===== config.mk =====
export PLATFORM = sky130hd
export DESIGN_NAME = pulse_timing_call_decoder_unit
export DESIGN_NICKNAME = d
export VERILOG_FILES = /design/src/hw/rtl/ptcd_pkg.sv /design/src/hw/rtl/ptcd_divider.sv /design/src/hw/rtl/ptcd_decoder.sv /design/src/hw/rtl/pulse_timing_call_decoder_unit.sv
export SDC_FILE = /design/constraint.sdc
export NUM_CORES = 1
export LEC_CHECK = 0
export ABC_CLOCK_PERIOD_IN_PS = 7000
export BUFFER_PORTS_ARGS = -buffer_cell sky130_fd_sc_hd__buf_2
export CELL_PAD_IN_SITES_DETAIL_PLACEMENT = 1
export CELL_PAD_IN_SITES_GLOBAL_PLACEMENT = 1
export CORE_ASPECT_RATIO = 1.2
export CORE_MARGIN = 2
export CORE_UTILIZATION = 43
export CTS_BUF_LIST = sky130_fd_sc_hd__clkbuf_16
export CTS_CLUSTER_SIZE = 12
export DETAILED_ROUTE_END_ITERATION = 16
export PLACE_DENSITY_LB_ADDON = 0.1
export RECOVER_POWER = 25
export SLEW_MARGIN = 25
export SYNTH_ARGS = -nofsm -noshare
export SYNTH_HDL_FRONTEND = slang
export SYNTH_SLANG_ARGS = --single-unit
export TNS_END_PERCENT = 100

===== constraint.sdc =====
create_clock -name clk -period 7 [get_ports clk]
set_input_delay 0 -clock clk [delete_from_list [all_inputs] [get_ports clk]]
set_output_delay 0 -clock clk [all_outputs]
set_load 0.05 [all_outputs]

===== src/hw/rtl/ptcd_pkg.sv =====
// ============================================================================
// ptcd_pkg
// Shared constants, state codes and the status type of the pulse timing
// call decoder.
// ============================================================================
package ptcd_pkg;

    // field widths
    localparam int PERIOD_BITS = 24;
    localparam int COUNT_BITS  = 8;
    localparam int LATCH_BITS  = 19;
    localparam int AVG_BITS    = 32;
    localparam int FLAT_BITS   = 8;
    localparam int STATE_BITS  = 3;

    // divider retires two quotient bits per cycle
    localparam int DIV_RADIX_BITS = 2;
    localparam int DIV_STEPS      = AVG_BITS / DIV_RADIX_BITS;
    localparam int DIV_CNT_BITS   = $clog2(DIV_STEPS);

    // decoder state codes
    localparam logic [STATE_BITS-1:0] ST_IDLE        = 3'd0;
    localparam logic [STATE_BITS-1:0] ST_RESET_START = 3'd1;
    localparam logic [STATE_BITS-1:0] ST_RESET_END   = 3'd2;
    localparam logic [STATE_BITS-1:0] ST_FLAT_START  = 3'd3;
    localparam logic [STATE_BITS-1:0] ST_FLAT_END    = 3'd4;
    localparam logic [STATE_BITS-1:0] ST_RING_START  = 3'd5;
    localparam logic [STATE_BITS-1:0] ST_RING        = 3'd6;

    // timing windows in timer ticks (exclusive bounds)
    localparam logic [PERIOD_BITS-1:0] RST_PULSE_LO  = PERIOD_BITS'(200000);
    localparam logic [PERIOD_BITS-1:0] RST_PULSE_HI  = PERIOD_BITS'(500000);
    localparam logic [PERIOD_BITS-1:0] RST_GAP_LO    = PERIOD_BITS'(180000);
    localparam logic [PERIOD_BITS-1:0] RST_GAP_HI    = PERIOD_BITS'(250000);
    localparam logic [PERIOD_BITS-1:0] FLAT_LOW_LO   = PERIOD_BITS'(5);
    localparam logic [PERIOD_BITS-1:0] FLAT_LOW_HI   = PERIOD_BITS'(30);
    localparam logic [PERIOD_BITS-1:0] FLAT_HIGH_LO  = PERIOD_BITS'(150);
    localparam logic [PERIOD_BITS-1:0] FLAT_HIGH_HI  = PERIOD_BITS'(300);
    localparam logic [PERIOD_BITS-1:0] END_GAP_LO    = PERIOD_BITS'(30000);
    localparam logic [PERIOD_BITS-1:0] END_GAP_HI    = PERIOD_BITS'(1000000);
    localparam logic [PERIOD_BITS-1:0] RING_RESTART  = PERIOD_BITS'(8000000);
    localparam logic [PERIOD_BITS-1:0] RING_EDGE_MIN = PERIOD_BITS'(50000);

    // decoder registers as seen by the sequencer
    typedef struct packed {
        logic [STATE_BITS-1:0] state;
        logic [COUNT_BITS-1:0] count;
        logic [LATCH_BITS-1:0] reset_latch;
        logic [LATCH_BITS-1:0] end_latch;
        logic [AVG_BITS-1:0]   low_sum;
        logic [AVG_BITS-1:0]   high_sum;
        logic                  announce;
        logic [FLAT_BITS-1:0]  announced;
    } ptcd_status_t;

endpackage


===== src/hw/rtl/ptcd_divider.sv =====
// ============================================================================
// ptcd_divider
// Shared iterative unsigned divider: 32-bit dividend by a count-wide
// divisor, two quotient bits per cycle.
// ============================================================================
module ptcd_divider (
    input  logic                            clk,
    input  logic                            rst_n,
    input  logic                            start,
    input  logic [ptcd_pkg::AVG_BITS-1:0]   dividend,
    input  logic [ptcd_pkg::COUNT_BITS-1:0] divisor,
    output logic                            done,
    output logic [ptcd_pkg::AVG_BITS-1:0]   quotient
);
    import ptcd_pkg::*;

    logic                    busy_reg, busy_next;
    logic                    done_reg, done_next;
    logic [DIV_CNT_BITS-1:0] cnt_reg, cnt_next;
    logic [AVG_BITS-1:0]     quo_reg, quo_next;
    logic [COUNT_BITS-1:0]   rem_reg, rem_next;
    logic [COUNT_BITS-1:0]   dvs_reg;
    logic [AVG_BITS-1:0]     step_quo;
    logic [COUNT_BITS-1:0]   step_rem;

    // two restoring shift-subtract steps on the narrow remainder
    always_comb
    begin
        logic [COUNT_BITS:0] wide;
        step_quo = quo_reg;
        step_rem = rem_reg;
        for (int i = 0; i < DIV_RADIX_BITS; i++)
        begin
            wide     = {step_rem, step_quo[AVG_BITS-1]};
            step_quo = {step_quo[AVG_BITS-2:0], 1'b0};
            if (wide >= {1'b0, dvs_reg})
            begin
                wide        = wide - {1'b0, dvs_reg};
                step_quo[0] = 1'b1;
            end
            step_rem = wide[COUNT_BITS-1:0];
        end
    end

    // iteration control
    always_comb
    begin
        busy_next = busy_reg;
        done_next = 1'b0;
        cnt_next  = cnt_reg;
        quo_next  = quo_reg;
        rem_next  = rem_reg;
        if (start)
        begin
            busy_next = 1'b1;
            cnt_next  = DIV_CNT_BITS'(DIV_STEPS - 1);
            quo_next  = dividend;
            rem_next  = '0;
        end
        else if (busy_reg)
        begin
            quo_next = step_quo;
            rem_next = step_rem;
            cnt_next = cnt_reg - 1'b1;
            if (cnt_reg == '0)
            begin
                busy_next = 1'b0;
                done_next = 1'b1;
            end
        end
    end

    // control registers
    always_ff @(posedge clk or negedge rst_n)
    begin
        if (!rst_n)
        begin
            busy_reg <= 1'b0;
            done_reg <= 1'b0;
            cnt_reg  <= '0;
        end
        else
        begin
            busy_reg <= busy_next;
            done_reg <= done_next;
            cnt_reg  <= cnt_next;
        end
    end

    // datapath registers
    always_ff @(posedge clk)
    begin
        quo_reg <= quo_next;
        rem_reg <= rem_next;
        if (start)
        begin
            dvs_reg <= divisor;
        end
    end

    assign done     = done_reg;
    assign quotient = quo_reg;

`ifndef ASSERT_OFF
    // a started division is in progress on the next cycle
    assert property (@(posedge clk) disable iff (!rst_n) start |=> busy_reg)
        else $error("divider did not start");
    // completion only comes out of an iteration that was running
    assert property (@(posedge clk) disable iff (!rst_n) done_reg |-> $past(busy_reg))
        else $error("divider done without a running division");
`endif

endmodule


===== src/hw/rtl/ptcd_decoder.sv =====
// ============================================================================
// ptcd_decoder
// Seven-state call decoder with its flat counter, period latches and
// pulse width sums, plus the announce enable register.
// ============================================================================
module ptcd_decoder (
    input  logic                             clk,
    input  logic                             rst_n,
    input  logic                             cfg_we,
    input  logic                             cfg_data,
    input  logic                             step,
    input  logic                             rising,
    input  logic [ptcd_pkg::PERIOD_BITS-1:0] period,
    output ptcd_pkg::ptcd_status_t           status
);
    import ptcd_pkg::*;

    logic         enable_reg;
    ptcd_status_t stat_reg, stat_next;

    // next decoder state for one edge
    always_comb
    begin
        stat_next           = stat_reg;
        stat_next.announce  = 1'b0;
        stat_next.announced = '0;
        unique case (stat_reg.state)
            ST_RESET_START:
            begin
                if (rising && period > RST_PULSE_LO && period < RST_PULSE_HI)
                begin
                    stat_next.reset_latch = period[LATCH_BITS-1:0];
                    stat_next.low_sum     = '0;
                    stat_next.high_sum    = '0;
                    stat_next.count       = '0;
                    stat_next.state       = ST_RESET_END;
                end
                else
                begin
                    stat_next.state = ST_IDLE;
                end
            end
            ST_RESET_END:
            begin
                if (!rising && period > RST_GAP_LO && period < RST_GAP_HI)
                begin
                    stat_next.state = ST_FLAT_START;
                end
                else
                begin
                    stat_next.state = ST_IDLE;
                end
            end
            ST_FLAT_START:
            begin
                if (rising && period > FLAT_LOW_LO && period < FLAT_LOW_HI)
                begin
                    stat_next.low_sum = stat_reg.low_sum + AVG_BITS'(period);
                    stat_next.count   = stat_reg.count + 1'b1;
                    stat_next.state   = ST_FLAT_END;
                end
                else
                begin
                    stat_next.state = ST_IDLE;
                end
            end
            ST_FLAT_END:
            begin
                priority if (!rising && period > FLAT_HIGH_LO && period < FLAT_HIGH_HI)
                begin
                    stat_next.high_sum = stat_reg.high_sum + AVG_BITS'(period);
                    stat_next.state    = ST_FLAT_START;
                end
                else if (!rising && period > END_GAP_LO && period < END_GAP_HI)
                begin
                    if (enable_reg)
                    begin
                        stat_next.announce  = 1'b1;
                        stat_next.announced = FLAT_BITS'(stat_reg.count);
                    end
                    stat_next.state = ST_RING_START;
                end
                else
                begin
                    stat_next.state = ST_IDLE;
                end
            end
            ST_RING_START:
            begin
                if (rising && period > RST_PULSE_LO && period < RST_PULSE_HI)
                begin
                    stat_next.end_latch = period[LATCH_BITS-1:0];
                    stat_next.state     = ST_IDLE;
                end
                else
                begin
                    stat_next.state = ST_RING;
                end
            end
            ST_RING:
            begin
                priority if (!rising && period > RING_RESTART)
                begin
                    stat_next.state = ST_RESET_START;
                end
                else if (period > RING_EDGE_MIN)
                begin
                    stat_next.state = rising ? ST_IDLE : ST_RING_START;
                end
                else
                begin
                    stat_next.state = ST_RING;
                end
            end
            // idle, and the unused code
            default:
            begin
                stat_next.state = rising ? ST_IDLE : ST_RESET_START;
            end
        endcase
    end

    // decoder and configuration registers
    always_ff @(posedge clk or negedge rst_n)
    begin
        if (!rst_n)
        begin
            enable_reg <= 1'b0;
            stat_reg   <= '0;
        end
        else
        begin
            if (cfg_we)
            begin
                enable_reg <= cfg_data;
            end
            if (step)
            begin
                stat_reg <= stat_next;
            end
        end
    end

    assign status = stat_reg;

`ifndef ASSERT_OFF
    // an announcement only accompanies the move to ring start
    assert property (@(posedge clk) disable iff (!rst_n)
        stat_reg.announce |-> stat_reg.state == ST_RING_START)
        else $error("flat announcement outside ring start");
`endif

endmodule


===== src/hw/rtl/pulse_timing_call_decoder_unit.sv =====
// ============================================================================
// pulse_timing_call_decoder_unit
// Top level: edge decoder, average sequencer around the shared divider,
// and the result register.
// ============================================================================
// Usage
//   input channel  : in_valid / in_ready, one line edge (rising, period)
//   result channel : out_valid / out_ready, one result per edge
//   config channel : cfg_valid / cfg_ready (always ready), cfg_data is the
//                    announce enable bit; write it only while the block idles
// Sequence
//   the decoder updates on the accepting edge, then the sequencer runs two
//   passes of the shared divider (low average, then high average), each with
//   a start state and a wait state, then a load state that waits while a
//   pending result has not been taken; in_ready is low from acceptance until
//   the load, so no new edge is taken before the last one's result is loaded
// Reset
//   rst_n clears the decoder to idle, the counter, latches and sums to zero
//   and the announce enable to off; no result is pending after reset
// Back-pressure
//   a finished result waits in the output register; the block takes the
//   next edge meanwhile and only holds the following result back until the
//   pending one has been taken
// ============================================================================
module pulse_timing_call_decoder_unit (
    input  logic                             clk,
    input  logic                             rst_n,
    input  logic                             cfg_valid,
    output logic                             cfg_ready,
    input  logic                             cfg_data,
    input  logic                             in_valid,
    output logic                             in_ready,
    input  logic                             rising,
    input  logic [ptcd_pkg::PERIOD_BITS-1:0] period,
    output logic                             out_valid,
    input  logic                             out_ready,
    output logic                             flat_valid,
    output logic [ptcd_pkg::FLAT_BITS-1:0]   flat_number,
    output logic [ptcd_pkg::STATE_BITS-1:0]  state_code,
    output logic [ptcd_pkg::LATCH_BITS-1:0]  last_reset_period,
    output logic [ptcd_pkg::LATCH_BITS-1:0]  last_end_period,
    output logic [ptcd_pkg::AVG_BITS-1:0]    low_average,
    output logic [ptcd_pkg::AVG_BITS-1:0]    high_average
);
    import ptcd_pkg::*;

    // sequencer codes
    localparam logic [2:0] SEQ_IDLE    = 3'd0;
    localparam logic [2:0] SEQ_LO_GO   = 3'd1;
    localparam logic [2:0] SEQ_LO_WAIT = 3'd2;
    localparam logic [2:0] SEQ_HI_GO   = 3'd3;
    localparam logic [2:0] SEQ_HI_WAIT = 3'd4;
    localparam logic [2:0] SEQ_LOAD    = 3'd5;

    logic [2:0]            seq_reg, seq_next;
    ptcd_status_t          status;
    logic                  in_accept;
    logic                  div_start;
    logic                  div_done;
    logic [AVG_BITS-1:0]   div_dividend;
    logic [COUNT_BITS-1:0] div_divisor;
    logic [AVG_BITS-1:0]   div_quotient;
    logic [AVG_BITS-1:0]   lo_quo_reg;
    logic                  out_free;
    logic                  load;
    logic                  out_valid_reg, out_valid_next;
    logic                  flat_valid_reg;
    logic [FLAT_BITS-1:0]  flat_number_reg;
    logic [STATE_BITS-1:0] state_code_reg;
    logic [LATCH_BITS-1:0] rst_pulse_reg;
    logic [LATCH_BITS-1:0] end_pulse_reg;
    logic [AVG_BITS-1:0]   low_avg_reg;
    logic [AVG_BITS-1:0]   high_avg_reg;

    assign cfg_ready = 1'b1;
    assign in_ready  = (seq_reg == SEQ_IDLE);
    assign in_accept = in_valid && in_ready;

    ptcd_decoder u_decoder (
        .clk      (clk),
        .rst_n    (rst_n),
        .cfg_we   (cfg_valid),
        .cfg_data (cfg_data),
        .step     (in_accept),
        .rising   (rising),
        .period   (period),
        .status   (status)
    );

    // divider operands: low sum by count, then high sum by count minus one
    assign div_start    = (seq_reg == SEQ_LO_GO) || (seq_reg == SEQ_HI_GO);
    assign div_dividend = (seq_reg == SEQ_LO_GO) ? status.low_sum : status.high_sum;
    assign div_divisor  = (seq_reg == SEQ_LO_GO) ? status.count
                                                 : status.count - 1'b1;

    ptcd_divider u_divider (
        .clk      (clk),
        .rst_n    (rst_n),
        .start    (div_start),
        .dividend (div_dividend),
        .divisor  (div_divisor),
        .done     (div_done),
        .quotient (div_quotient)
    );

    // result register may be loaded when empty or being emptied
    assign out_free = !out_valid_reg || out_ready;
    assign load     = (seq_reg == SEQ_LOAD) && out_free;

    // sequencer
    always_comb
    begin
        seq_next = seq_reg;
        unique case (seq_reg)
            SEQ_IDLE:
            begin
                if (in_accept)
                begin
                    seq_next = SEQ_LO_GO;
                end
            end
            SEQ_LO_GO:
            begin
                seq_next = SEQ_LO_WAIT;
            end
            SEQ_LO_WAIT:
            begin
                if (div_done)
                begin
                    seq_next = SEQ_HI_GO;
                end
            end
            SEQ_HI_GO:
            begin
                seq_next = SEQ_HI_WAIT;
            end
            SEQ_HI_WAIT:
            begin
                if (div_done)
                begin
                    seq_next = SEQ_LOAD;
                end
            end
            SEQ_LOAD:
            begin
                if (out_free)
                begin
                    seq_next = SEQ_IDLE;
                end
            end
            default:
            begin
                seq_next = SEQ_IDLE;
            end
        endcase
    end

    // output valid
    always_comb
    begin
        out_valid_next = out_valid_reg;
        if (load)
        begin
            out_valid_next = 1'b1;
        end
        else if (out_ready)
        begin
            out_valid_next = 1'b0;
        end
    end

    // control registers
    always_ff @(posedge clk or negedge rst_n)
    begin
        if (!rst_n)
        begin
            seq_reg       <= SEQ_IDLE;
            out_valid_reg <= 1'b0;
        end
        else
        begin
            seq_reg       <= seq_next;
            out_valid_reg <= out_valid_next;
        end
    end

    // low quotient and result payload
    always_ff @(posedge clk)
    begin
        if (seq_reg == SEQ_LO_WAIT && div_done)
        begin
            lo_quo_reg <= div_quotient;
        end
        if (load)
        begin
            flat_valid_reg  <= status.announce;
            flat_number_reg <= status.announced;
            state_code_reg  <= status.state;
            rst_pulse_reg   <= status.reset_latch;
            end_pulse_reg   <= status.end_latch;
            low_avg_reg     <= (status.count == '0) ? status.low_sum : lo_quo_reg;
            high_avg_reg    <= (status.count < COUNT_BITS'(2)) ? '0 : div_quotient;
        end
    end

    assign out_valid         = out_valid_reg;
    assign flat_valid        = flat_valid_reg;
    assign flat_number       = flat_number_reg;
    assign state_code        = state_code_reg;
    assign last_reset_period = rst_pulse_reg;
    assign last_end_period   = end_pulse_reg;
    assign low_average       = low_avg_reg;
    assign high_average      = high_avg_reg;

`ifndef ASSERT_OFF
    // an accepted edge closes the input until its result is built
    assert property (@(posedge clk) disable iff (!rst_n) in_accept |=> !in_ready)
        else $error("input reopened straight after a transaction");
    // divider completions only arrive while the sequencer waits for them
    assert property (@(posedge clk) disable iff (!rst_n)
        div_done |-> (seq_reg == SEQ_LO_WAIT || seq_reg == SEQ_HI_WAIT))
        else $error("divider completion outside a wait state");
`endif

endmodule


# [Yosys cells after proc, flatten, opt, wreduce, memory -nomap -nowiden]
# Index checks and enable logic that the tools add are counted.
[word_totals] out_inout_bits=117 regBits=327 wordCells=142
[op_classes] n_addsub=7 muxes=47 reduce_logical=30 eq_ne=18 order_cmp=15
[ops] op="2-to-1 mux 32 bit" count=6
[ops] op="case mux 32 bit (2 select lines)" count=2
[ops] op="adder 32 x 24 -> 32 bit" count=2
[ops] op="2-to-1 mux 64 bit" count=1
[ops] op="greater-than comparator 24 x 18 -> 1 bit (second input constant)" count=2
[ops] op="2-to-1 mux 9 bit" count=4
[ops] op="case mux 3 bit (6 select lines)" count=2
[ops] op="2-to-1 mux 3 bit" count=11
[ops] op="2-to-1 mux 8 bit" count=4
[ops] op="2-to-1 mux 27 bit" count=1
[ops] op="greater-than comparator 24 x 15 -> 1 bit (second input constant)" count=1
[ops] op="greater-than comparator 24 x 16 -> 1 bit (second input constant)" count=1
[ops] op="greater-than comparator 24 x 23 -> 1 bit (second input constant)" count=1
[ops] op="greater-than comparator 24 x 3 -> 1 bit (second input constant)" count=1
[ops] op="greater-than comparator 24 x 8 -> 1 bit (second input constant)" count=1
[ops] op="< comparator 24 x 18 -> 1 bit (second input constant)" count=1
[ops] op="< comparator 24 x 19 -> 1 bit (second input constant)" count=1
[ops] op="< comparator 24 x 20 -> 1 bit (second input constant)" count=1
[ops] op="< comparator 24 x 5 -> 1 bit (second input constant)" count=1
[ops] op="< comparator 24 x 9 -> 1 bit (second input constant)" count=1
[ops] op="greater-or-equal comparator 9 x 8 -> 1 bit" count=2
[ops] op="case mux 8 bit (2 select lines)" count=1
[ops] op="subtractor 8 bit" count=2
[ops] op="equality test 3 bit (second input constant)" count=5
[ops] op="other kinds (20)" count=62

# [Logic depth before layout (Yosys ltp)]
# Gate-level depths: netlist (run 1).
[depth] ltp_word=6 ltp_mapped=19 ltp_nobuf=19

# [By module]
# A second synthesis (run 1) with hierarchy kept.
[hier_totals] cells_unflattened=1500 area_unflattened_um2=16801.1
[by_module_without_submodules] module="ptcd_decoder" seq_area_each_um2=3078.0 area_each_um2=7780.0 instances=1 cells_per_inst=872
[by_module_without_submodules] module="pulse_timing_call_decoder_unit" seq_area_each_um2=4484.3 area_each_um2=5964.5 instances=1 cells_per_inst=375
[by_module_without_submodules] module="ptcd_divider" seq_area_each_um2=1511.4 area_each_um2=3056.7 instances=1 cells_per_inst=253

# [Worst setup path before layout (run 1)]
# OpenSTA, ideal clock, no wires.
[synth_path] kind="reg2reg" start="register seq_reg[1]" end="register flat_number_reg[0] (netlist: flat_number[0]), enable pin" required_ns=6.412 setup_ns=0.588 arrival_ns=5.974 period_less_slack_ns=6.562 path_stages_with_launch=6 slack_ns=0.438 path_cell_list="dfrtp_1 -> clkbuf_1 -> buf_1 -> buf_1 -> nand3b_1 -> nor2_1"
[synth_between] elab_chain_len=2
[synth_rtl] item="start, declared" line="pulse_timing_call_decoder_unit.sv:55" source="logic [2:0] seq_reg, seq_next;"
[synth_rtl] item="start signal, assigned" line="pulse_timing_call_decoder_unit.sv:182" source="seq_reg <= seq_next;"
[synth_rtl] item="equality test 3 bit" line="pulse_timing_call_decoder_unit.sv:108" source="assign load = (seq_reg == SEQ_LOAD) && out_free;"
[synth_rtl] item="logical AND 1 bit" line="pulse_timing_call_decoder_unit.sv:108"
[synth_rtl] item="via load" line="pulse_timing_call_decoder_unit.sv:65" source="logic load;"
[synth_rtl] item="end signal, assigned" line="pulse_timing_call_decoder_unit.sv:197" source="flat_number_reg <= status.announced;"
[synth_rtl] item="end, declared" line="pulse_timing_call_decoder_unit.sv:68" source="logic [FLAT_BITS-1:0] flat_number_reg;"
# The timed path passes the listed nets, and every way through them passes these cells.
# A chain may end at the register's enable or synchronous reset.

# [Worst setup path in the final report (run 1)]
[layout_path] start="register u_divider.dvs_reg[1]" end="register u_divider.rem_reg[0]"
[layout_between] elab_chain_len=4
[layout_rtl] item="start, declared" line="ptcd_divider.sv:22" source="logic [COUNT_BITS-1:0] dvs_reg;"
[layout_rtl] item="start signal, assigned" line="ptcd_divider.sv:97" source="dvs_reg <= divisor;"
[layout_rtl] item="subtractor 8 bit or greater-or-equal comparator 9 x 8 -> 1 bit (tied branches)" line="ptcd_divider.sv:38, ptcd_divider.sv:36"
[layout_rtl] item="2-to-1 mux 8 bit" line="ptcd_divider.sv:36" source="if (wide >= {1'b0, dvs_reg})"
[layout_rtl] item="greater-or-equal comparator 9 x 8 -> 1 bit *" line="ptcd_divider.sv:36"
[layout_rtl] item="2-to-1 mux 8 bit *" line="ptcd_divider.sv:36"
[layout_rtl] item="end signal, assigned" line="ptcd_divider.sv:94" source="rem_reg <= rem_next;"
[layout_rtl] item="end, declared" line="ptcd_divider.sv:21" source="logic [COUNT_BITS-1:0] rem_reg, rem_next;"
# Mark *: on every way between the ends. The rest lies on a longest branch, timed or not.

==> results.py, run 1 <==
metrics = {
    "status": {
        "status": "complete, but fails checks",
        "violations": "capacitance limit, slew limit",
    },
    "pwr": {
        "p_switching_mw": 2.07,
        "power_density_nw_per_um2": 327,
        "seq_power_share_pct": 40.3,
        "combinationalPowerShare_pct": 29.8,
        "pwr-share-clk_pct": 29.9,
        "finalPower_mw": 6.20,
        "swShare_pct": 33.4,
        "intPower_mw": 4.13,
        "ir_worst_vdd_mv": 0.187,
        "p_leak_nw": 7.92,
    },
    "cells_and_area": {
        "final_common_cell": "nand2_1",
        "drive_gt1_share_pct": 14.8,
        "largest_reg_flops": 122,
        "final_cell_mix": "nand2_1 (212), edfxtp_1 (186), dfrtp_1 (132)",
        "fin_util_pct": 50.2,
        "final-seq-area_um2": 9070,
        "multiInputGateArea_um2": 6970,
        "antenna_cells": 0,
        "final_nets": 1720,
        "fill_cells": 4070,
        "area_growth_pct": 15.6,
    },
    "timing": {
        "timing.final.crit_share_pct": 82.5,
        "setup_viol": 0,
        "fin_crit_ns": 5.77,
        "slew_violations": 66,
        "tns_ns": 0,
        "hold_viol_final": 0,
        "fmax_mhz": 173,
        "fin_skew_ns": 0.0129,
        "worst_slew_pin_slew_ns": 3.77,
        "rsz0062_at_grt": "false",
        "slew_headroom_pct": -151,
    },
    "clocking": {
        "cts_root_buffer": "clkbuf_16",
        "cts.clk_slew.worst_paths_ns": 0.06,
        "ctsResizeCount": 0,
        "clkSinkCount": 327,
        "tritoncts": "done",
        "clk_latency_ns": 0.53,
        "clockBufferDepth": 3,
        "htreeDepth": 2,
        "numCtsBuffers": 37,
    },
    "die": {
        "dieArea_um2": 39800,
        "coreArea_um2": 37800,
        "die_w_um": 182,
        "die_y_um": 218,
        "pin_count": 148,
        "initial_core_util_pct": 43.5,
        "row_count": 78,
    },
    "detailed_routing": {
        "drc": 0,
        "vias": 11900,
        "first_iter_violations": 659,
        "wire_per_inst_um": 21.4,
        "wirelength_mm": 45.4,
        "ant_nets": 0,
        "dr.pass1.iters": 5,
        "vias_per_cell": 5.62,
    },
    "yosys": {
        "async_flop_share_pct": 40.7,
        "synth_edf_count": 186,
        "synthDistinctLibCells": 76,
        "synth_ff_type": "edfxtp_1",
        "synth_area_um2": 16400,
        "seq_area_frac_synth_pct": 55.3,
        "yosys_warnings": 0,
        "synthesis.nets": 1565,
        "syn_avg_cell_area_um2": 11.2,
        "ys_ff_latch": 327,
        "synthesis.instances": 1463,
    },
    "worst_setup_path": {
        "slowest_stage": "a2111oi_4",
        "path_class": "reg2reg",
        "crit_arrival_ns": 6.22,
        "crit_path_start_kind": "register",
        "path_delay_family": "compound AO/OA/AOI/OAI gates",
        "crit_buf_inv": 1,
        "worstPathRequired_ns": 7.45,
        "crit_path_max_fanout": 8,
        "reg2reg_from": "u_divider.dvs_reg[1]",
        "critPathLaunch": "u_divider.dvs_reg[1]",
        "cp-end-kind": "register",
        "worstRegToRegCells": 19,
        "timing.rr.end": "u_divider.rem_reg[0]",
        "crit_chain": "inv_1 > ha_1 > nor2b_1 > o21ai_0 > a21boi_0 > o21ai_0 > a21oi_1 > a21oi_1 > mux2i_1 > ha_1 > nor2b_1 > o21ai_0 > a21boi_0 > o21ai_0 > a21oi_1 > o31a_1 > a2111oi_4 > mux2_2 > a21oi_1",
        "critical-path-max-stage-delay_ns": 0.76,
        "reg2reg_slack_ns": 1.23,
    },
    "grt": {
        "grt_pass1_wl_mm": 72.0,
        "antenna_found_initial": 0,
        "track_usage_pct": 23.2,
        "grt_max_degree": 74,
        "grt-ovfl-total": 0,
        "first_global_vias": 12500,
    },
    "placed_design": {
        "port_buffers": 146,
        "hpwl_mm": 31.0,
        "gp_congestion": 0.898,
    },
    "hold_path": {
        "hold_path.class": "in2reg",
        "worstHoldPathCells": 4,
        "worstHoldStart": "period[20]",
        "hold_end": "u_decoder.status[61]",
    },
    "flow_run": {
        "cap_violations": 1,
    },
}
worst max-delay path by stage:
| stage | to | slack [ns] | cells past startpoint |
|---|---|---|---|
| finish | u_divider.rem_reg[0] | 1.23 | 19 |
| global route | u_divider.rem_reg[0] | 0.64 | 19 |
| CTS | u_divider.rem_reg[0] | 1.25 | 19 |
| detailed placement | u_divider.rem_reg[0] | 1.28 | 19 |
| global placement | u_divider.rem_reg[0] | 1.44 | 19 |
| floorplan | flat_number[0] | 0.44 | 5 |
power groups by stage:
| stage | combinational (mW) | clock, mW | sequential, mW |
|---|---|---|---|
| after floorplan | 1.28 | 0 | 2.60 |
| after global placement | 1.78 | 0 | 2.53 |
| after detailed placement | 1.84 | 0 | 2.54 |
| after CTS | 1.87 | 1.89 | 2.50 |
| after global routing | 2.06 | 1.96 | 2.53 |
| final | 1.85 | 1.85 | 2.50 |
Yosys cell counts, types with 9 or more instances:
library cell | instances | area, um2
o21bai_1 | 12 | 90.1
nand4_1 | 21 | 131
nor3_1 | 20 | 100
xor2_1 | 35 | 307
a22o_1 | 9 | 78.8
mux2_2 | 58 | 653
and3_1 | 13 | 81.3
nand3_1 | 14 | 70.1
or3_1 | 10 | 62.6
nor2_1 | 62 | 233
mux2i_1 | 40 | 400
nand2_1 | 212 | 796
a21oi_1 | 71 | 355
o31a_1 | 10 | 87.6
dfrtp_1 | 133 | 3330
o21ai_0 | 113 | 566
o31ai_1 | 34 | 255
a211oi_1 | 10 | 75.1
a21o_1 | 20 | 150
edfxtp_1 | 186 | 5590
nor4_1 | 12 | 75.1
inv_1 | 37 | 139
xnor2_1 | 28 | 245
ha_1 | 67 | 838
clkbuf_1 | 59 | 221
nor2b_1 | 41 | 257
worst register-to-register path: cells and delay by family, from the launching register on:
| family | cells | cell delay (ns) |
|---|---|---|
| DFF | 1 | 0.36 |
| and+or+nand+nor | 2 | 0.29 |
| muxes | 2 | 0.87 |
| AOI/OAI and AO/OA | 12 | 3.40 |
| adders and majority gates | 2 | 0.62 |
| buffers and inverters | 1 | 0.17 |
stage by stage:
stage,area [um2],hold slack (ns),std cells,setup slack (ns)
5_1_grt,19000,0.178,2124,0.642
6_report,19000,0.153,2124,1.23
3_5_place_dp,17600,0.0425,2034,1.28
2_1_floorplan,16400,-0.296,1463,0.438
3_3_place_gp,17600,0.0403,2034,1.44
4_1_cts,19000,0.0838,2124,1.25
per-layer routing:
layer	track usage (%)	share of wire (%)	vias up
met5	0	0	-
met4	5.97	2.0	0
met3	3.47	3.7	51
met2	40.5	50	210
met1	30.1	44	6015
li1	-	-	5671
layout make-up:
| type | count | share of cell area (%) |
|---|---|---|
| Clock buffer | 39 | 5.14 |
| Clock inverter | 26 | 0.877 |
| Inverter | 37 | 0.732 |
| Multi-Input combinational cell | 1028 | 36.7 |
| Sequential cell | 327 | 47.8 |
| Tap cell | 480 | 3.17 |
| Timing Repair Buffer | 187 | 5.53 |
what timing repair did:
action,in CTS,in global routing
hold buffers,25,0
endpoints found under the hold margin,93,0
buffers inserted,0,0
cells by family after synthesis:
group           synth area share [%]
other cells                   0.0228
buf+inv                         2.57
simple gates                    13.5
mux                             6.55
flops                           55.3
fa+ha+maj                       5.59
xor+xnor                        3.36
compound gates                  13.1
Power figures use the tool's default switching activity.
==> inputs of run 2 (changes only) <==
--- a/config.mk
+++ b/config.mk
@@ -5,13 +5,14 @@
 export SDC_FILE = /design/constraint.sdc
 export NUM_CORES = 1
 export LEC_CHECK = 0
-export ABC_CLOCK_PERIOD_IN_PS = 7000
+export ABC_AREA = 1
+export ABC_CLOCK_PERIOD_IN_PS = 6100
 export BUFFER_PORTS_ARGS = -buffer_cell sky130_fd_sc_hd__buf_2
 export CELL_PAD_IN_SITES_DETAIL_PLACEMENT = 1
 export CELL_PAD_IN_SITES_GLOBAL_PLACEMENT = 1
 export CORE_ASPECT_RATIO = 1.2
 export CORE_MARGIN = 2
-export CORE_UTILIZATION = 43
+export CORE_UTILIZATION = 46
 export CTS_BUF_LIST = sky130_fd_sc_hd__clkbuf_16
 export CTS_CLUSTER_SIZE = 12
 export DETAILED_ROUTE_END_ITERATION = 16
==> constraint.sdc (replaced) <==
create_clock -name clk -period 6.1 [get_ports clk]
set_input_delay 0 -clock clk [delete_from_list [all_inputs] [get_ports clk]]
set_output_delay 0 -clock clk [all_outputs]
set_load 0.05 [all_outputs]
==> run 2 against run 1 <==
Power decreased by 26%; cell count increased by 40%; critical endpoint is now u_decoder.status[17]; cell area up 11%; the flow still finishes with violations (capacitance limit, slew limit); core utilization increased by 2.7 points; first-iteration DRC count rose by 38%; global-route usage rose by 5.5 points; sequential cell count unchanged; count of clock-buffer cells in the layout is 2 lower; largest cell class unchanged; non-clock buffer count shrank 12.
==> results.py, run 2 <==
metrics = {
    "pwr": {
        "power_density_nw_per_um2": 218,
        "p_leak_nw": 9.89,
        "ir_worst_vdd_mv": 0.257,
        "finalPower_mw": 4.60,
    },
    "yosys": {
        "yosys_warnings": 0,
        "async_flop_share_pct": 40.7,
        "yosysMostFrequentCell": "nand2_1",
        "synth_edf_count": 186,
        "syn_avg_cell_area_um2": 8.27,
        "seq_area_frac_synth_pct": 48.8,
        "synthDistinctLibCells": 48,
        "synthTopCellsByArea": "edfxtp_1 (30%), dfrtp_1 (18%), nand2_1 (14%)",
        "synth_area_um2": 18600,
        "synth_ff_type": "edfxtp_1",
        "synth_top_area_share_pct": 30.0,
        "netlist_top_cells_count": "nand2_1 (689), inv_1 (284), nor2_1 (193), edfxtp_1 (186), nand3_1 (146)",
        "ys_ff_latch": 327,
        "synthesis.instances": 2248,
        "synthesis.nets": 2350,
        "yosysTopAreaCell": "edfxtp_1",
    },
    "die": {
        "die_y_um": 224,
        "row_count": 80,
        "pin_count": 148,
        "dieArea_um2": 42100,
        "die_w_um": 188,
        "coreArea_um2": 39800,
        "initial_core_util_pct": 46.7,
    },
    "clocking": {
        "numCtsBuffers": 36,
        "clockBufferDepth": 3,
        "tritoncts": "done",
        "ctsResizeCount": 0,
        "clk_latency_ns": 0.53,
        "postCtsSetupBuffers": 0,
        "cts.clk_slew.worst_paths_ns": 0.06,
        "htreeDepth": 2,
        "cts_root_buffer": "clkbuf_16",
        "clkSinkCount": 327,
    },
    "placed_design": {
        "port_buffers": 146,
        "gp_congestion": 0.872,
        "post_dp_cell_area_um2": 19800,
        "placedCellCount": 2890,
        "place_ws_ns": 2.12,
        "hpwl_mm": 44.8,
    },
    "worst_setup_path": {
        "crit_chain": "dlygate4sd3_1 > clkbuf_1 > buf_4",
        "crit_buf_inv": 3,
        "worstPathRequired_ns": 6.65,
        "crit_path_start_kind": "input pin",
        "critical-path-max-stage-delay_ns": 3.27,
        "path_class": "in2async",
        "crit_path_max_fanout": 78,
        "cp-end-kind": "async pin",
        "reg2reg_slack_ns": 2.11,
        "crit_arrival_ns": 4.98,
        "path_delay_family": "buffers and inverters",
        "slowest_stage": "clkbuf_1",
    },
    "grt": {
        "grt_pass1_wl_mm": 94.2,
        "track_usage_pct": 28.6,
        "grt_max_degree": 81,
        "first_global_vias": 17100,
        "grt-ovfl-total": 0,
        "antenna_found_initial": 1,
    },
    "timing": {
        "setup_viol": 0,
        "timing.final.crit_share_pct": 72.7,
        "fin_crit_ns": 4.43,
        "slew_headroom_pct": -215,
        "fmax_mhz": 226,
        "hold_viol_final": 0,
        "rsz0062_at_grt": "false",
        "holdWs_ns": 0.0125,
        "slew_violations": 79,
        "tns_ns": 0,
        "fin_skew_ns": 0.0187,
        "worst_slew_pin_slew_ns": 4.72,
        "setup_ws_ns": 1.67,
    },
    "detailed_routing": {
        "ant_nets": 0,
        "wire_per_inst_um": 20.1,
        "vias_per_cell": 5.39,
        "dr.pass1.iters": 5,
        "vias": 16000,
        "wirelength_mm": 59.7,
        "first_iter_violations": 911,
        "drc": 0,
    },
    "cells_and_area": {
        "largest_reg_flops": 122,
        "fin_util_pct": 52.9,
        "final_nets": 2514,
        "area_growth_pct": 13.3,
        "final_cell_area_um2": 21100,
        "fin_cells": 2974,
        "final_common_cell": "nand2_1",
        "final_cell_mix": "nand2_1 (689), inv_1 (301), nor2_1 (187)",
        "fill_cells": 4969,
        "drive_gt1_share_pct": 10.8,
    },
    "hold_path": {
        "hold_path.class": "in2reg",
    },
    "flow_run": {
        "cap_violations": 1,
    },
    "status": {
        "violations": "capacitance limit, slew limit",
        "status": "complete, but fails checks",
    },
}
[run 2: cell type report]
cell class / instances / area (um2) / area share (%)
Antenna cell: 1 / 2.50 / 0.0119
Clock buffer: 37 / 926 / 4.39
Clock inverter: 29 / 189 / 0.896
Inverter: 288 / 1080 / 5.13
Multi-Input combinational cell: 1584 / 8170 / 38.8
Sequential cell: 327 / 9070 / 43.0
Tap cell: 533 / 667 / 3.16
Timing Repair Buffer: 175 / 971 / 4.61
[run 2: routing by layer]
metal | wire length, um | global-route usage (%) | up-vias | share of wire, %
li1 | - | - | 7720 | -
met1 | 25900 | 36.4 | 7851 | 43
met2 | 29500 | 50.0 | 333 | 49
met3 | 2200 | 3.11 | 115 | 3.7
met4 | 2200 | 11.6 | 0 | 3.7
met5 | 0 | 0 | - | 0
[run 2: cell families (layout without fill, tap and decap cells)]
logic type / after synthesis / count (layout) / synth area share, %
xor gates and xnor gates: 41 / 41 / 1.93
muxes: 25 / 25 / 1.51
other: 1 / 2 / 0.0202
adders and majority gates: 71 / 71 / 4.94
DFF: 327 / 327 / 48.8
buffers and inverters: 337 / 529 / 7.50
AOI/OAI and AO/OA: 284 / 284 / 8.79
and+or+nand+nor: 1162 / 1162 / 26.5
[run 2: final timing paths]
| check | to | startpoint | depth (start not counted) |
|---|---|---|---|
| min in group asynchronous | u_decoder.status[6] | rst_n | 2 |
| min reg2reg | last_end_period[3] | u_decoder.status[76] | 0 |
| min | u_decoder.status[80] | period[7] | 3 |
| max reg2reg | u_divider.quotient[0] | u_divider.dvs_reg[6] | 17 |
| max | u_decoder.status[17] | rst_n | 3 |
| max in group clk | u_divider.quotient[0] | u_divider.dvs_reg[6] | 17 |
[run 2: tightest hold or removal path, stage by stage]
cell and delay (ns):
buf_2 0.20, inv_1 0.20, o21ai_1 0.10
[run 2: power by group]
part	total (mW)	switching, mW	internal (mW)
Clock	2.09	0.900	1.19
Sequential	2.32	0.000846	2.32
Combinational	0.194	0.144	0.0503
[run 2: timing repair]
action | in CTS | in global routing
setup endpoints to repair | 0 | 0
hold endpoints to repair | 103 | 0
hold buffers | 17 | 0
==> inputs of run 3 (changes only) <==
--- a/config.mk
+++ b/config.mk
@@ -6,7 +6,7 @@
 export NUM_CORES = 1
 export LEC_CHECK = 0
 export ABC_AREA = 1
-export ABC_CLOCK_PERIOD_IN_PS = 6100
+export ABC_CLOCK_PERIOD_IN_PS = 4200
 export BUFFER_PORTS_ARGS = -buffer_cell sky130_fd_sc_hd__buf_2
 export CELL_PAD_IN_SITES_DETAIL_PLACEMENT = 1
 export CELL_PAD_IN_SITES_GLOBAL_PLACEMENT = 1
==> constraint.sdc (replaced) <==
create_clock -name clk -period 4.2 [get_ports clk]
set_input_delay 0 -clock clk [delete_from_list [all_inputs] [get_ports clk]]
set_output_delay 0 -clock clk [all_outputs]
set_load 0.05 [all_outputs]
==> run 3 against run 2 <==
The flow finishes with violations (hold timing, capacitance limit, slew limit); cell count is 0.17% higher; combinational power up 46%; wire length increased by 1.8%; critical path depth increased by 17; critical endpoint is now u_divider.quotient[0].
==> results.py, run 3 (synthesis results as in run 2) <==
metrics = {
    "clocking": {
        "clk_latency_ns": 0.54,
        "htreeDepth": 2,
        "cts.clk_slew.worst_paths_ns": 0.06,
        "clkSinkCount": 327,
        "cts_root_buffer": "clkbuf_16",
        "tritoncts": "done",
        "numCtsBuffers": 37,
        "postCtsSetupBuffers": 0,
        "clockBufferDepth": 3,
    },
    "placed_design": {
        "hpwl_mm": 45.5,
        "port_buffers": 146,
        "post_dp_cell_area_um2": 19900,
        "gp_congestion": 0.895,
    },
    "grt": {
        "grt_pass1_wl_mm": 95.2,
        "track_usage_pct": 29.1,
        "first_global_vias": 17100,
        "grt_max_degree": 81,
        "grt-ovfl-total": 0,
        "antenna_found_initial": 1,
    },
    "cells_and_area": {
        "fill_cells": 4921,
        "final_nets": 2519,
        "final-seq-area_um2": 9070,
        "multiInputGateArea_um2": 8180,
        "largest_reg_flops": 122,
        "drive_gt1_share_pct": 10.4,
        "final_cell_mix": "nand2_1 (688), inv_1 (297), nor2_1 (187)",
        "area_growth_pct": 13.4,
        "final_cell_area_um2": 21100,
        "final_common_cell": "nand2_1",
        "antenna_cells": 0,
    },
    "timing": {
        "holdWs_ns": -0.00157,
        "setup_viol": 0,
        "fin_skew_ns": 0.0137,
        "tns_ns": 0,
        "fmax_mhz": 264,
        "timing.final.crit_share_pct": 90.0,
        "hold_viol_final": 1,
        "slew_violations": 63,
        "fin_crit_ns": 3.78,
        "slew_headroom_pct": -159,
        "rsz0062_at_grt": "false",
        "worst_slew_pin_slew_ns": 3.88,
    },
    "worst_setup_path": {
        "crit_path_start_kind": "register",
        "cp-end-kind": "register",
        "reg2reg_slack_ns": 0.42,
        "timing.rr.end": "u_divider.quotient[0]",
        "crit_arrival_ns": 4.06,
        "critPathLaunch": "u_divider.dvs_reg[1]",
        "endpoint": "u_divider.quotient[0]",
        "worstPathRequired_ns": 4.48,
        "reg2reg_from": "u_divider.dvs_reg[1]",
        "path_class": "reg2reg",
        "worstRegToRegCells": 20,
        "crit_path_max_fanout": 9,
    },
    "pwr": {
        "ir_worst_vdd_mv": 0.274,
        "power_density_nw_per_um2": 318,
        "p_leak_nw": 9.89,
    },
    "detailed_routing": {
        "wirelength_mm": 60.8,
        "dr.pass1.iters": 5,
        "drc": 0,
        "vias": 16100,
        "ant_nets": 0,
        "wire_per_inst_um": 20.4,
        "vias_per_cell": 5.41,
        "first_iter_violations": 789,
    },
    "die": {
        "die_w_um": 188,
        "dieArea_um2": 42100,
        "row_count": 80,
        "die_y_um": 224,
        "initial_core_util_pct": 46.7,
        "coreArea_um2": 39800,
        "pin_count": 148,
    },
    "flow_run": {
        "cap_violations": 1,
    },
    "status": {
        "status": "complete, but fails checks",
        "violations": "hold timing, capacitance limit, slew limit",
    },
    "hold_path": {
        "hold_path.class": "in2reg",
    },
}
run 3: changes by cell type in the layout (fill, tap and decap cells not counted), sizes merged:
cell / delta
buf: -13
clkinv: +9
diode: -1
clkinvlp: -3
bufinv: -1
inv: -5
clkbuf: +19
run 3: routing by layer:
| metal | up-vias | global-route usage, % | wire (um) |
|---|---|---|---|
| met5 | - | 0 | 0 |
| met4 | 0 | 11.0 | 2270 |
| met3 | 106 | 3.17 | 2290 |
| met2 | 327 | 51.7 | 30300 |
| met1 | 7969 | 36.4 | 25900 |
| li1 | 7721 | - | - |
run 3: area by class of cell:
| cell class | instances | share of cell area (%) |
|---|---|---|
| flip-flops and latches | 327 | 43.0 |
| multi-input cells | 1584 | 38.7 |
| inverters | 288 | 5.12 |
| clock buffers | 39 | 4.63 |
| repair buffers | 179 | 4.61 |
| well taps | 533 | 3.16 |
| clock inverters | 29 | 0.735 |
run 3: worst min path at each step:
stage,startpoint,to,cells past startpoint,slack [ns]
final,period[4],u_decoder.status[77],3,-0.002
after global routing,period[4],u_decoder.status[77],3,0.02
after CTS,period[15],u_decoder.status[107],3,0.0002
after detailed placement,rst_n,u_decoder.status[7],1,0.05
after global placement,rst_n,u_decoder.status[6],1,0.05
after floorplan,rst_n,out_valid,0,-0.30
run 3: metrics by stage:
step	power, mW	utilization (%)	instances	setup slack (ns)
after floorplan	3.57	-	2248	0.0295
after global placement	3.70	49.8	2894	0.436
after detailed placement	3.70	49.8	2894	0.324
after CTS	6.76	53.1	2979	0.307
after global routing	6.89	53.0	2979	0.0385
final	6.70	53.0	2979	0.419
run 3: report_power, final:
part | internal, mW | switching, mW | leakage [nW] | total, mW
registers | 3.37 | 0.00113 | 3.59 | 3.37
clock network | 1.74 | 1.31 | 0.612 | 3.05
logic | 0.0739 | 0.209 | 5.69 | 0.283
run 3: critical path, cell delays in order, from the launching register on:
cell      delay (ns)
edfxtp_1        0.32
inv_1           0.10
ha_1            0.38
nand3_1         0.09
nand2_1         0.13
nand3_1         0.11
nand2_1         0.10
nand2_1         0.18
nand2_2         0.22
nand2_1         0.07
nand2_1         0.09
inv_1           0.05
ha_1            0.37
a21oi_1         0.20
nand2_1         0.15
nand2_1         0.10
o211ai_1        0.12
nand2_1         0.28
nand3_2         0.27
nand2_1         0.13
nand2_1         0.05
run 3: repair_timing:
item / 4_1_cts / 5_1_grt
endpoints found under the setup margin: 0 / 6
hold endpoints to repair: 89 / 0
resized for setup: 0 / 1
hold buffers: 17 / 0
